==> src/hw/rtl/lcdseq_pkg.sv <==
// Shared types, codes and constants of the character LCD write sequencer.
package lcdseq_pkg;

	localparam int CNT_BITS_DEF = 24;
	localparam int REG_BITS     = 24;

	localparam logic [2:0] OP_TICK   = 3'd0;
	localparam logic [2:0] OP_CMD    = 3'd1;
	localparam logic [2:0] OP_CHAR   = 3'd2;
	localparam logic [2:0] OP_CURSOR = 3'd3;
	localparam logic [2:0] OP_CLEAR  = 3'd4;

	localparam logic [2:0] REG_PULSE     = 3'd0;
	localparam logic [2:0] REG_NIB_GAP   = 3'd1;
	localparam logic [2:0] REG_BYTE_GAP  = 3'd2;
	localparam logic [2:0] REG_CLR_EXTRA = 3'd3;
	localparam logic [2:0] REG_POWER_ON  = 3'd4;

	localparam logic [7:0]  PULSE_RST     = 8'd1;
	localparam logic [23:0] NIB_GAP_RST   = 24'd200;
	localparam logic [23:0] BYTE_GAP_RST  = 24'd2000;
	localparam logic [23:0] CLR_EXTRA_RST = 24'd2000;
	localparam logic [23:0] POWER_ON_RST  = 24'd20000;

	localparam logic [7:0] CMD_CLEAR    = 8'h01;
	localparam logic [7:0] ROW0_BASE    = 8'h80;
	localparam logic [7:0] ROW1_BASE    = 8'hC0;
	localparam logic [2:0] INIT_STEPS   = 3'd5;

	typedef enum logic [6:0] {
		PH_POWER    = 7'b0000001,
		PH_HI_EN    = 7'b0000010,
		PH_HI_GAP   = 7'b0000100,
		PH_LO_EN    = 7'b0001000,
		PH_LO_GAP   = 7'b0010000,
		PH_CLR_WAIT = 7'b0100000,
		PH_IDLE     = 7'b1000000
	} phase_t;

	typedef struct packed {
		logic [7:0]  pulse;
		logic [23:0] nib_gap;
		logic [23:0] byte_gap;
		logic [23:0] clr_extra;
		logic [23:0] power_on;
		logic        power_wr;
	} cfg_t;

	typedef struct packed {
		logic [3:0] nibble;
		logic       reg_select;
		logic       enable;
		logic       busy;
		logic       rejected;
	} res_t;

	function automatic logic [7:0] init_byte(input logic [2:0] idx);
		case (idx)
			3'd0:    return 8'h02;
			3'd1:    return 8'h28;
			3'd2:    return 8'h0C;
			3'd3:    return 8'h06;
			default: return CMD_CLEAR;
		endcase
	endfunction

endpackage

==> src/hw/rtl/lcdseq_cfg.sv <==
// Configuration registers of the character LCD write sequencer.
module lcdseq_cfg import lcdseq_pkg::*; (
	input  logic                clk,
	input  logic                arst_n,
	input  logic                cfg_write,
	input  logic [2:0]          cfg_index,
	input  logic [REG_BITS-1:0] cfg_data,
	output cfg_t                cfg
);

	cfg_t cfg_q;

	always_ff @(posedge clk or negedge arst_n) begin
		if (!arst_n) begin
			cfg_q.pulse     <= PULSE_RST;
			cfg_q.nib_gap   <= NIB_GAP_RST;
			cfg_q.byte_gap  <= BYTE_GAP_RST;
			cfg_q.clr_extra <= CLR_EXTRA_RST;
			cfg_q.power_on  <= POWER_ON_RST;
			cfg_q.power_wr  <= 1'b0;
		end else begin
			cfg_q.power_wr <= 1'b0;
			if (cfg_write) begin
				unique case (cfg_index)
					REG_PULSE:     cfg_q.pulse     <= cfg_data[7:0];
					REG_NIB_GAP:   cfg_q.nib_gap   <= cfg_data;
					REG_BYTE_GAP:  cfg_q.byte_gap  <= cfg_data;
					REG_CLR_EXTRA: cfg_q.clr_extra <= cfg_data;
					REG_POWER_ON: begin
						cfg_q.power_on <= cfg_data;
						cfg_q.power_wr <= 1'b1;
					end
					default: ;
				endcase
			end
		end
	end

	assign cfg = cfg_q;

endmodule

==> src/hw/rtl/lcdseq_engine.sv <==
// Timing state and per-tick next-state logic of the character LCD write sequencer.
module lcdseq_engine import lcdseq_pkg::*; #(
	parameter int COUNTER_BITS = CNT_BITS_DEF
) (
	input  logic       clk,
	input  logic       arst_n,
	input  logic       step,
	input  logic [2:0] op,
	input  logic [7:0] data_byte,
	input  logic [1:0] row,
	input  logic [5:0] column,
	input  cfg_t       cfg,
	output res_t       res
);

	localparam int CB   = COUNTER_BITS;
	localparam int WIDE = (CB > REG_BITS) ? CB : REG_BITS;
	localparam logic [CB-1:0] CNT_MAX = '1;

	typedef struct packed {
		phase_t        phase;
		logic [CB-1:0] cnt;
		logic [7:0]    hb;
		logic          hs;
		logic [2:0]    ii;
		logic          cp;
	} st_t;

	function automatic logic [CB-1:0] sat24(input logic [REG_BITS-1:0] v);
		logic [WIDE-1:0] e;
		e = WIDE'(v);
		if (e > WIDE'(CNT_MAX)) return CNT_MAX;
		return CB'(e);
	endfunction

	function automatic logic [CB-1:0] pulse_cnt(input logic [7:0] p);
		if (p == 8'd0) return CB'(1'b1);
		return CB'(p);
	endfunction

	function automatic st_t load_byte(input st_t s, input logic [7:0] b, input logic sel,
			input logic clr, input cfg_t c);
		st_t r;
		r       = s;
		r.hb    = b;
		r.hs    = sel;
		r.cp    = clr;
		r.phase = PH_HI_EN;
		r.cnt   = pulse_cnt(c.pulse);
		return r;
	endfunction

	function automatic st_t byte_finished(input st_t s, input cfg_t c);
		st_t r;
		r    = s;
		r.cp = 1'b0;
		if (s.ii < INIT_STEPS) begin
			r.ii = s.ii + 3'd1;
			if (r.ii < INIT_STEPS)
				return load_byte(r, init_byte(r.ii), 1'b0, r.ii == INIT_STEPS - 3'd1, c);
		end
		r.phase = PH_IDLE;
		r.cnt   = '0;
		return r;
	endfunction

	function automatic st_t next_phase(input st_t s, input cfg_t c);
		st_t r;
		r = s;
		unique case (s.phase)
			PH_POWER: begin
				r.ii = 3'd0;
				r    = load_byte(r, init_byte(3'd0), 1'b0, 1'b0, c);
			end
			PH_HI_EN: begin
				r.phase = PH_HI_GAP;
				r.cnt   = sat24(c.nib_gap);
			end
			PH_HI_GAP: begin
				r.phase = PH_LO_EN;
				r.cnt   = pulse_cnt(c.pulse);
			end
			PH_LO_EN: begin
				r.phase = PH_LO_GAP;
				r.cnt   = sat24(c.byte_gap);
			end
			PH_LO_GAP: begin
				if (s.cp) begin
					r.phase = PH_CLR_WAIT;
					r.cnt   = sat24(c.clr_extra);
				end else begin
					r = byte_finished(s, c);
				end
			end
			PH_CLR_WAIT: r = byte_finished(s, c);
			default: begin
				r.phase = PH_IDLE;
				r.cnt   = '0;
			end
		endcase
		return r;
	endfunction

	function automatic st_t settle1(input st_t s, input cfg_t c);
		if (s.phase != PH_IDLE && s.cnt == '0) return next_phase(s, c);
		return s;
	endfunction

	st_t st_q;
	st_t st_eff;
	st_t st_set;
	st_t st_ld;
	st_t st_nxt;
	logic req;
	logic rej;

	always_comb begin
		st_eff = st_q;
		if (cfg.power_wr && st_q.phase == PH_POWER)
			st_eff.cnt = sat24(cfg.power_on);

		// Only a power-on wait rewritten to zero can be held at a zero count.
		st_set = settle1(st_eff, cfg);

		req   = (op == OP_CMD) || (op == OP_CHAR) || (op == OP_CURSOR) || (op == OP_CLEAR);
		rej   = req && (st_set.phase != PH_IDLE);
		st_ld = st_set;
		if (req && st_set.phase == PH_IDLE) begin
			case (op)
				OP_CMD:  st_ld = load_byte(st_set, data_byte, 1'b0, 1'b0, cfg);
				OP_CHAR: st_ld = load_byte(st_set, data_byte, 1'b1, 1'b0, cfg);
				OP_CURSOR: begin
					if (row == 2'd0)
						st_ld = load_byte(st_set, ROW0_BASE + {2'b00, column}, 1'b0, 1'b0, cfg);
					else if (row == 2'd1)
						st_ld = load_byte(st_set, ROW1_BASE + {2'b00, column}, 1'b0, 1'b0, cfg);
				end
				OP_CLEAR: st_ld = load_byte(st_set, CMD_CLEAR, 1'b0, 1'b1, cfg);
				default: ;
			endcase
		end

		res.nibble     = (st_ld.phase == PH_HI_EN || st_ld.phase == PH_HI_GAP) ?
			st_ld.hb[7:4] : st_ld.hb[3:0];
		res.reg_select = st_ld.hs;
		res.enable     = (st_ld.phase == PH_HI_EN || st_ld.phase == PH_LO_EN);
		res.busy       = (st_ld.phase != PH_IDLE);
		res.rejected   = rej;

		// Zero-length phases are skipped at once; two further passes cover the longest chain.
		st_nxt = st_ld;
		if (st_ld.phase != PH_IDLE) begin
			st_nxt.cnt = st_ld.cnt - CB'(1'b1);
			if (st_nxt.cnt == '0)
				st_nxt = settle1(settle1(next_phase(st_nxt, cfg), cfg), cfg);
		end
	end

	always_ff @(posedge clk or negedge arst_n) begin
		if (!arst_n) begin
			st_q.phase <= PH_POWER;
			st_q.cnt   <= sat24(POWER_ON_RST);
			st_q.hb    <= 8'd0;
			st_q.hs    <= 1'b0;
			st_q.ii    <= 3'd0;
			st_q.cp    <= 1'b0;
		end else if (step) begin
			st_q <= st_nxt;
		end else begin
			st_q <= st_eff;
		end
	end

endmodule

==> src/hw/rtl/char_lcd_nibble_write_sequencer.sv <==
// Top level of the character LCD write sequencer: request and result registers.
//
// Each accepted request is one timing tick of the LCD bus and yields exactly one
// result holding the pin levels for that tick. One request can be accepted in
// every clock cycle while results are taken; a result is presented once its request
// has passed from the request register into the result register, when that is empty
// or its result is taken, and a new request can enter while an earlier result waits.
// All delays (power-on wait, enable pulse, gaps, clear wait) are counted in
// requests, not in clock cycles. After reset the block waits the power-on time,
// sends the five-byte initialisation sequence and reports busy until it ends;
// requests carrying work while busy are dropped and flagged as rejected.
module char_lcd_nibble_write_sequencer import lcdseq_pkg::*; #(
	parameter int COUNTER_BITS = CNT_BITS_DEF
) (
	input  logic                clk,
	input  logic                arst_n,
	input  logic                in_valid,
	output logic                in_ready,
	input  logic [2:0]          op,
	input  logic [7:0]          data_byte,
	input  logic [1:0]          row,
	input  logic [5:0]          column,
	output logic                out_valid,
	input  logic                out_ready,
	output logic [3:0]          bus_nibble,
	output logic                reg_select,
	output logic                enable,
	output logic                busy_res,
	output logic                rejected,
	input  logic                cfg_write,
	input  logic [2:0]          cfg_index,
	input  logic [REG_BITS-1:0] cfg_data
);

	cfg_t       cfg;
	res_t       res;
	logic       valid_s1;
	logic [2:0] op_s1;
	logic [7:0] data_byte_s1;
	logic [1:0] row_s1;
	logic [5:0] column_s1;
	logic       valid_s2;
	res_t       res_s2;
	logic       advance;

	assign advance  = valid_s1 && (!valid_s2 || out_ready);
	assign in_ready = !valid_s1 || advance;

	lcdseq_cfg u_cfg (
		.clk       (clk),
		.arst_n    (arst_n),
		.cfg_write (cfg_write),
		.cfg_index (cfg_index),
		.cfg_data  (cfg_data),
		.cfg       (cfg)
	);

	lcdseq_engine #(
		.COUNTER_BITS (COUNTER_BITS)
	) u_engine (
		.clk       (clk),
		.arst_n    (arst_n),
		.step      (advance),
		.op        (op_s1),
		.data_byte (data_byte_s1),
		.row       (row_s1),
		.column    (column_s1),
		.cfg       (cfg),
		.res       (res)
	);

	always_ff @(posedge clk or negedge arst_n) begin
		if (!arst_n) begin
			valid_s1 <= 1'b0;
		end else if (in_ready) begin
			valid_s1 <= in_valid;
		end
	end

	always_ff @(posedge clk) begin
		if (in_valid && in_ready) begin
			op_s1        <= op;
			data_byte_s1 <= data_byte;
			row_s1       <= row;
			column_s1    <= column;
		end
	end

	always_ff @(posedge clk or negedge arst_n) begin
		if (!arst_n) begin
			valid_s2 <= 1'b0;
		end else if (advance) begin
			valid_s2 <= 1'b1;
		end else if (out_ready) begin
			valid_s2 <= 1'b0;
		end
	end

	always_ff @(posedge clk) begin
		if (advance) begin
			res_s2 <= res;
		end
	end

	assign out_valid  = valid_s2;
	assign bus_nibble = res_s2.nibble;
	assign reg_select = res_s2.reg_select;
	assign enable     = res_s2.enable;
	assign busy_res   = res_s2.busy;
	assign rejected   = res_s2.rejected;

`ifndef NO_ASSERTIONS
	a_reject_busy: assert property (@(posedge clk) disable iff (!arst_n)
		out_valid && rejected |-> busy_res)
		else $error("Rejected request reported while not busy.");

	a_enable_busy: assert property (@(posedge clk) disable iff (!arst_n)
		out_valid && enable |-> busy_res)
		else $error("Enable strobe high while not busy.");

	a_stage_held: assert property (@(posedge clk) disable iff (!arst_n)
		valid_s1 && !advance |=> valid_s1 && $stable(op_s1) && $stable(data_byte_s1))
		else $error("Stalled request lost from the request register.");

	a_result_written: assert property (@(posedge clk) disable iff (!arst_n)
		advance |=> out_valid)
		else $error("Result register not loaded after a request advanced.");
`endif

endmodule
==> config.mk <==
export PLATFORM = sky130hd
export DESIGN_NAME = char_lcd_nibble_write_sequencer
export DESIGN_NICKNAME = d
export VERILOG_FILES = /design/src/hw/rtl/lcdseq_pkg.sv /design/src/hw/rtl/lcdseq_cfg.sv /design/src/hw/rtl/lcdseq_engine.sv /design/src/hw/rtl/char_lcd_nibble_write_sequencer.sv
export SDC_FILE = /design/constraint.sdc
export NUM_CORES = 1
export LEC_CHECK = 0
export ABC_AREA = 1
export BUFFER_PORTS_ARGS = -buffer_cell sky130_fd_sc_hd__buf_2
export CAP_MARGIN = 20
export CORE_MARGIN = 2
export CORE_UTILIZATION = 35
export DETAILED_ROUTE_END_ITERATION = 8
export SLEW_MARGIN = 25
export SYNTH_ARGS = -nofsm -noshare
export SYNTH_HDL_FRONTEND = slang
export SYNTH_SLANG_ARGS = --single-unit
==> constraint.sdc <==
create_clock -name clk -period 14.5 [get_ports clk]
set_clock_uncertainty 0.1 [all_clocks]
set_input_delay 2.9 -clock clk [delete_from_list [all_inputs] [get_ports clk]]
set_output_delay 2.9 -clock clk [all_outputs]
set_load 0.05 [all_outputs]
==> reports/qor.csv, run 1 <==
metric,value,unit
power_frac_seq,0.362,
yosys.area_share.simple,0.3441,
dr.pass1.iters,6,
cts_buffers,17,
synthMuxAreaShare,0,
fin_crit,9.332,ns
top_layer,met4,
area_growth,9.034,%
cts_setup_buffers,0,
worst-path-buf-inv,3,
hold_viol,0,
finalSetupViolations,0,
min_from,u_cfg.cfg[3],
power_frac_comb,0.410,
switchingPower,0.0009003,W
gp_congestion,1.006,
synth-compound-area-share,0.1794,
synth_top_area_cell,dfrtp_1,
synth_top_area_share,0.2263,
synthXorXnorAreaFrac,0.01278,
rsz0062_at_grt,false,
rows,72,
yosys_register_bits,178,
synth_adder_area_share,0.02008,
port_buffers,60,
holdWs,0.3885,ns
vdd_drop_max,0.1075,mV
overflow,0,
async_flop_share,0.8483,
internal_power,0.001079,W
synthTopCellsByCount,"nand2_1, inv_1, o21ai_0, nor2_1, nand3_1",
p_per_area,132.4,nW/um^2
cts_buffer_depth,2,
insertion_delay,0.50,ns
holdBufCountCts,0,
pin_count,61,
cts_resized,0,
syn-num-nets,2202,
cp.required,14.79,ns
cts-root-buf,clkbuf_16,
multi_input_area,7662,sq um
num_antenna_cells,0,
fin_nets,2213,
leakage,7.342,nW
ys_seq_area_frac,0.3372,
finalMaxSlewViolations,0,
slowest_delay,0.77,ns
met2_length,25880,microns
via_count,14570,
die_width,201.9,microns
fillers,4188,
met1_length,23270,microns
crit_slowest_cell,nor2_1,
synth_area_per_cell,6.440,sq um
status,"complete, no violations",
synth_cell_types,59,
synth.area.top_cells,"dfrtp_1, nand2_1, o21ai_0",
grt_pass1_wl,85150,microns
clock-sinks,178,
routed_wl,55780,microns
grt_pass1_vias,14000,
cp_max_fo,36,
path_clk_slew,0.08,ns
syn_inst,2129,
ff_latch_area,4623,sq um
cts_tree,built,
syn_area,13710,sq um
avgRoutedWirePerCell,20.88,microns
drt_iter0_drc,1408,
tightestPinTransition,1.001,ns
dieArea,40770,sq um
r2r-start,u_engine.st_eff[37],
grt_max_degree,83,
remaining_drc_errors,0,
yosysMostFrequentCell,nand2_1,
dp_hpwl,42220,microns
antenna_found_initial,0,
die_y,201.9,microns
grtUsageTotal,0.2777,
synth_ff_type,dfrtp_1,
cp_top_family,simple AND/OR/NAND/NOR gates,
postRouteAntennaNets,0,
maxCapViolations,0,
start_util,0.3548,
clkPwrFrac,0.228,
drt-vias-per-instance,5.454,
met3_length,3710,microns
htreeDepth,4,
synth_top_family_by_area,simple AND/OR/NAND/NOR gates,
cp.arrival,9.62,ns
p_sw_frac,0.4548,
crit_top_cell,nand2_1,
yosysWarningCount,0,
tns,0,ns
drive_above_1_share,0.09104,
crit_type,reg2reg,
slew_headroom,0.3304,
fmax,107.2,MHz
synth_edf_count,27,
end_kind,flip-flop,
finalCritPeriodShare,0.6436,
startpoint,u_engine.st_eff[37],
hold_path.class,reg2reg,
cp-start-kind,flip-flop,
core,38650,sq um
==> metal layers <==
metal  vias to the layer above  track usage
met4                         0       0.1518
met3                       113      0.04499
met5                         -            0
met1                      6835       0.3521
li1                       6985            -
met2                       634       0.4521
==> final timing paths <==
path,cells past startpoint,to,slack [ns]
max in group asynchronous,2,u_cfg.cfg[86],10.48
min in group asynchronous,1,u_cfg.cfg[52],2.34
hold / removal,2,u_cfg.cfg[3],0.39
hold reg to reg,2,u_cfg.cfg[3],0.39
setup / recovery,38,u_engine.st_eff[5],5.17
setup reg to reg,38,u_engine.st_eff[5],5.17
==> metrics by stage <==
stage               power (W)  instances  setup WS [ns]    util  area (sq um)
global placement     0.001515       2639          5.392  0.3725         14400
global route         0.002112       2671          4.533  0.3868         14950
finish               0.001979       2671          5.168  0.3868         14950
floorplan            0.001256       2129          8.140       -         13710
detailed placement   0.001516       2639          5.373  0.3725         14400
CTS                  0.001975       2671          5.364  0.3865         14940
==> kinds of logic (layout without fill, tap and decap cells) <==
| logic type | after synthesis | in the layout |
|---|---|---|
| buffers and inverters | 364 | 388 |
| DFF | 178 | 178 |
| and+or+nand+nor | 1108 | 1108 |
| AOI/OAI and AO/OA | 437 | 437 |
| xor gates and xnor gates | 20 | 20 |
| adders and majority gates | 22 | 22 |
==> final cells by class <==
class	instances	share of cell area
Clock inverter	13	0.007365
Multi-Input combinational cell	1587	0.5126
Tap cell	518	0.04335
Clock buffer	19	0.02896
Inverter	282	0.07097
Sequential cell	178	0.3093
Timing Repair Buffer	74	0.02754
==> layout by cell type (no fill, tap or decap), types with 3 or more instances in the layout <==
cell type / netlist / routed
a211oi_1: 3 / 3
a21oi_1: 91 / 91
a221oi_1: 10 / 10
a22o_1: 4 / 4
a22oi_1: 17 / 17
a31oi_1: 3 / 3
buf_2: 18 / 59
buf_4: 8 / 14
clkbuf_16: 0 / 17
clkinv_1: 4 / 8
clkinv_4: 0 / 4
dfrtp_1: 124 / 124
dfstp_2: 27 / 27
edfxtp_1: 27 / 27
ha_1: 22 / 22
inv_1: 263 / 263
inv_2: 14 / 14
nand2_1: 625 / 623
nand2_2: 13 / 15
nand3_1: 167 / 164
nand3_2: 4 / 7
nand3b_1: 7 / 7
nand4_1: 32 / 32
nor2_1: 209 / 208
nor2_2: 9 / 10
nor2_4: 6 / 6
nor3_1: 19 / 18
nor4_1: 3 / 3
o2111ai_1: 3 / 3
o211ai_1: 6 / 6
o21ai_0: 223 / 223
o21ai_1: 18 / 18
o21ai_2: 5 / 5
o21bai_1: 5 / 5
o221ai_1: 4 / 4
o22ai_1: 31 / 31
xor2_1: 18 / 18
==> flip-flops by register name, summed over array words and instances, names as in the netlist, 2 cells and up <==
name,cells
u_cfg.cfg,105
data_byte_s1,8
bus_nibble,4
column_s1,6
u_engine.st_q,24
u_engine.st_eff,20
op_s1,3
row_s1,2
==> power by group through the flow <==
stage          sequential [W]  clock (W)  combinational (W)
5_1_grt              0.000728   0.000480           0.000904
3_5_place_dp         0.000722          0           0.000793
6_report             0.000717   0.000451           0.000811
4_1_cts              0.000714   0.000464           0.000797
2_1_floorplan        0.000700          0           0.000555
3_3_place_gp         0.000722          0           0.000793
==> tightest hold or removal path, stage by stage (launching register included) <==
cell	delay (ns)
dfrtp_1	0.35
nand2_1	0.05
o21ai_0	0.06
Note: power is estimated with default switching activity, not from simulation.
==> run 2, diff against run 1 <==
==> constraint.sdc (replaced) <==
create_clock -name clk -period 7.8 [get_ports clk]
set_clock_uncertainty 0.1 [all_clocks]
set_input_delay 1.56 -clock clk [delete_from_list [all_inputs] [get_ports clk]]
set_output_delay 1.56 -clock clk [all_outputs]
set_load 0.05 [all_outputs]
==> reports/qor.csv, run 2 (synthesized netlist as in run 1, its figures left out) <==
metric,value,unit
finalSetupViolations,0,
crit_slowest_cell,dfstp_2,
cp.required,8.06,ns
die_y,201.9,microns
dp_hpwl,41520,microns
p_per_area,244.9,nW/um^2
leakage,7.541,nW
final_common_cell,nand2_1,
min_to,u_cfg.cfg[39],
hold_path.class,reg2reg,
end_kind,flip-flop,
slew_headroom,0.3642,
postRouteAntennaNets,0,
path_clk_slew,0.07,ns
fillers,4180,
gp_congestion,0.9902,
via_count,14720,
core,38650,sq um
holdBufCountCts,0,
fin_util,0.3947,
crit_top_cell,nand2_1,
rsz0062_at_grt,false,
port_buffers,60,
antenna_found_initial,1,
overflow,0,
final_cell_mix,"nand2_1, inv_1, o21ai_0, nor2_1, nand3_1",
grt_pass1_wl,83840,microns
dieArea,40770,sq um
htreeDepth,4,
cts_resized,0,
grtUsageTotal,0.2688,
rows,72,
fin_crit,7.237,ns
drt_iter0_drc,1615,
fmax,138.2,MHz
finalCritPeriodShare,0.9278,
r2r-start,u_engine.st_eff[37],
cts-root-buf,clkbuf_16,
grt_max_degree,84,
grt_pass1_vias,14130,
finalMaxSlewViolations,0,
drive_above_1_share,0.1081,
cts_buffers,17,
hold_depth,2,
drt-vias-per-instance,5.432,
area_growth,11.25,%
min_from,u_cfg.cfg[39],
tns,0,ns
cts_setup_buffers,0,
hold_viol,0,
num_antenna_cells,0,
insertion_delay,0.47,ns
worstRegToRegCells,36,
remaining_drc_errors,0,
reg2reg_slack,0.56,ns
die_width,201.9,microns
fin_nets,2252,
largest_reg_flops,105,
routed_wl,54620,microns
avgRoutedWirePerCell,20.15,microns
clock-sinks,178,
dr.pass1.iters,6,
cts_buffer_depth,2,
cts_tree,built,
slowest_delay,0.56,ns
r2r-end,u_engine.st_eff[8],
tightestPinTransition,0.9526,ns
vdd_drop_max,0.1802,mV
status,"complete, no violations",
cp_max_fo,36,
cp.arrival,7.50,ns
maxCapViolations,0,
crit_type,reg2reg,
cp-start-kind,flip-flop,
pin_count,61,
start_util,0.3548,
run 2: metrics by stage:
step | hold WS (ns) | power (W) | setup slack (ns) | std cells | area, sq um
after global placement | 0.3727 | 0.002854 | 0.7790 | 2678 | 14690
after floorplan | 0.3444 | 0.002334 | 2.258 | 2129 | 13710
after global routing | 0.4175 | 0.003979 | 0.003122 | 2710 | 15250
final | 0.3881 | 0.003736 | 0.5629 | 2710 | 15250
after detailed placement | 0.3765 | 0.002856 | 0.6762 | 2678 | 14690
after CTS | 0.3936 | 0.003732 | 0.6352 | 2710 | 15250
run 2: worst max path at each step:
stage                         from            endpoint  slack [ns]  cells past startpoint
2_1_floorplan  u_engine.st_eff[37]  u_engine.st_eff[5]        2.26                     45
3_3_place_gp   u_engine.st_eff[37]  u_engine.st_eff[8]        0.78                     36
3_5_place_dp   u_engine.st_eff[37]  u_engine.st_eff[8]        0.68                     36
4_1_cts        u_engine.st_eff[37]  u_engine.st_eff[8]        0.64                     36
5_1_grt        u_engine.st_eff[37]  u_engine.st_eff[8]       0.003                     36
6_report       u_engine.st_eff[37]  u_engine.st_eff[8]        0.56                     36
run 2: worst max-delay path: cells and delay by family, from the launching register on:
family                     cells  cell delay, ns
AOI/OAI and AO/OA              1            0.24
adders and majority gates      1            0.20
and+or+nand+nor               27            4.35
xor gates and xnor gates       1            0.30
buffers and inverters          6            1.34
DFF                            1            0.56
run 2: where the power goes:
part | switching [W] | internal (W)
Combinational | 0.00110 | 0.000455
Clock | 0.000400 | 0.000460
Sequential | 0.000158 | 0.00116
run 2: layer usage:
layer | global-route usage | share of wire | vias to the layer above
met5 | 0 | 0 | -
met4 | 0.1329 | 0.049 | 0
met2 | 0.4370 | 0.46 | 637
met1 | 0.3483 | 0.42 | 6893
met3 | 0.04144 | 0.066 | 140
li1 | - | - | 7050
run 2: layout make-up:
cell class | instances | area (sq um) | share of cell area
Clock buffer | 21 | 460.4 | 0.03019
Clock inverter | 11 | 105.1 | 0.006890
Sequential cell | 178 | 4623 | 0.3031
Timing Repair Buffer | 113 | 704.4 | 0.04618
Tap cell | 518 | 648.1 | 0.04249
Inverter | 282 | 1061 | 0.06956
Multi-Input combinational cell | 1587 | 7651 | 0.5016
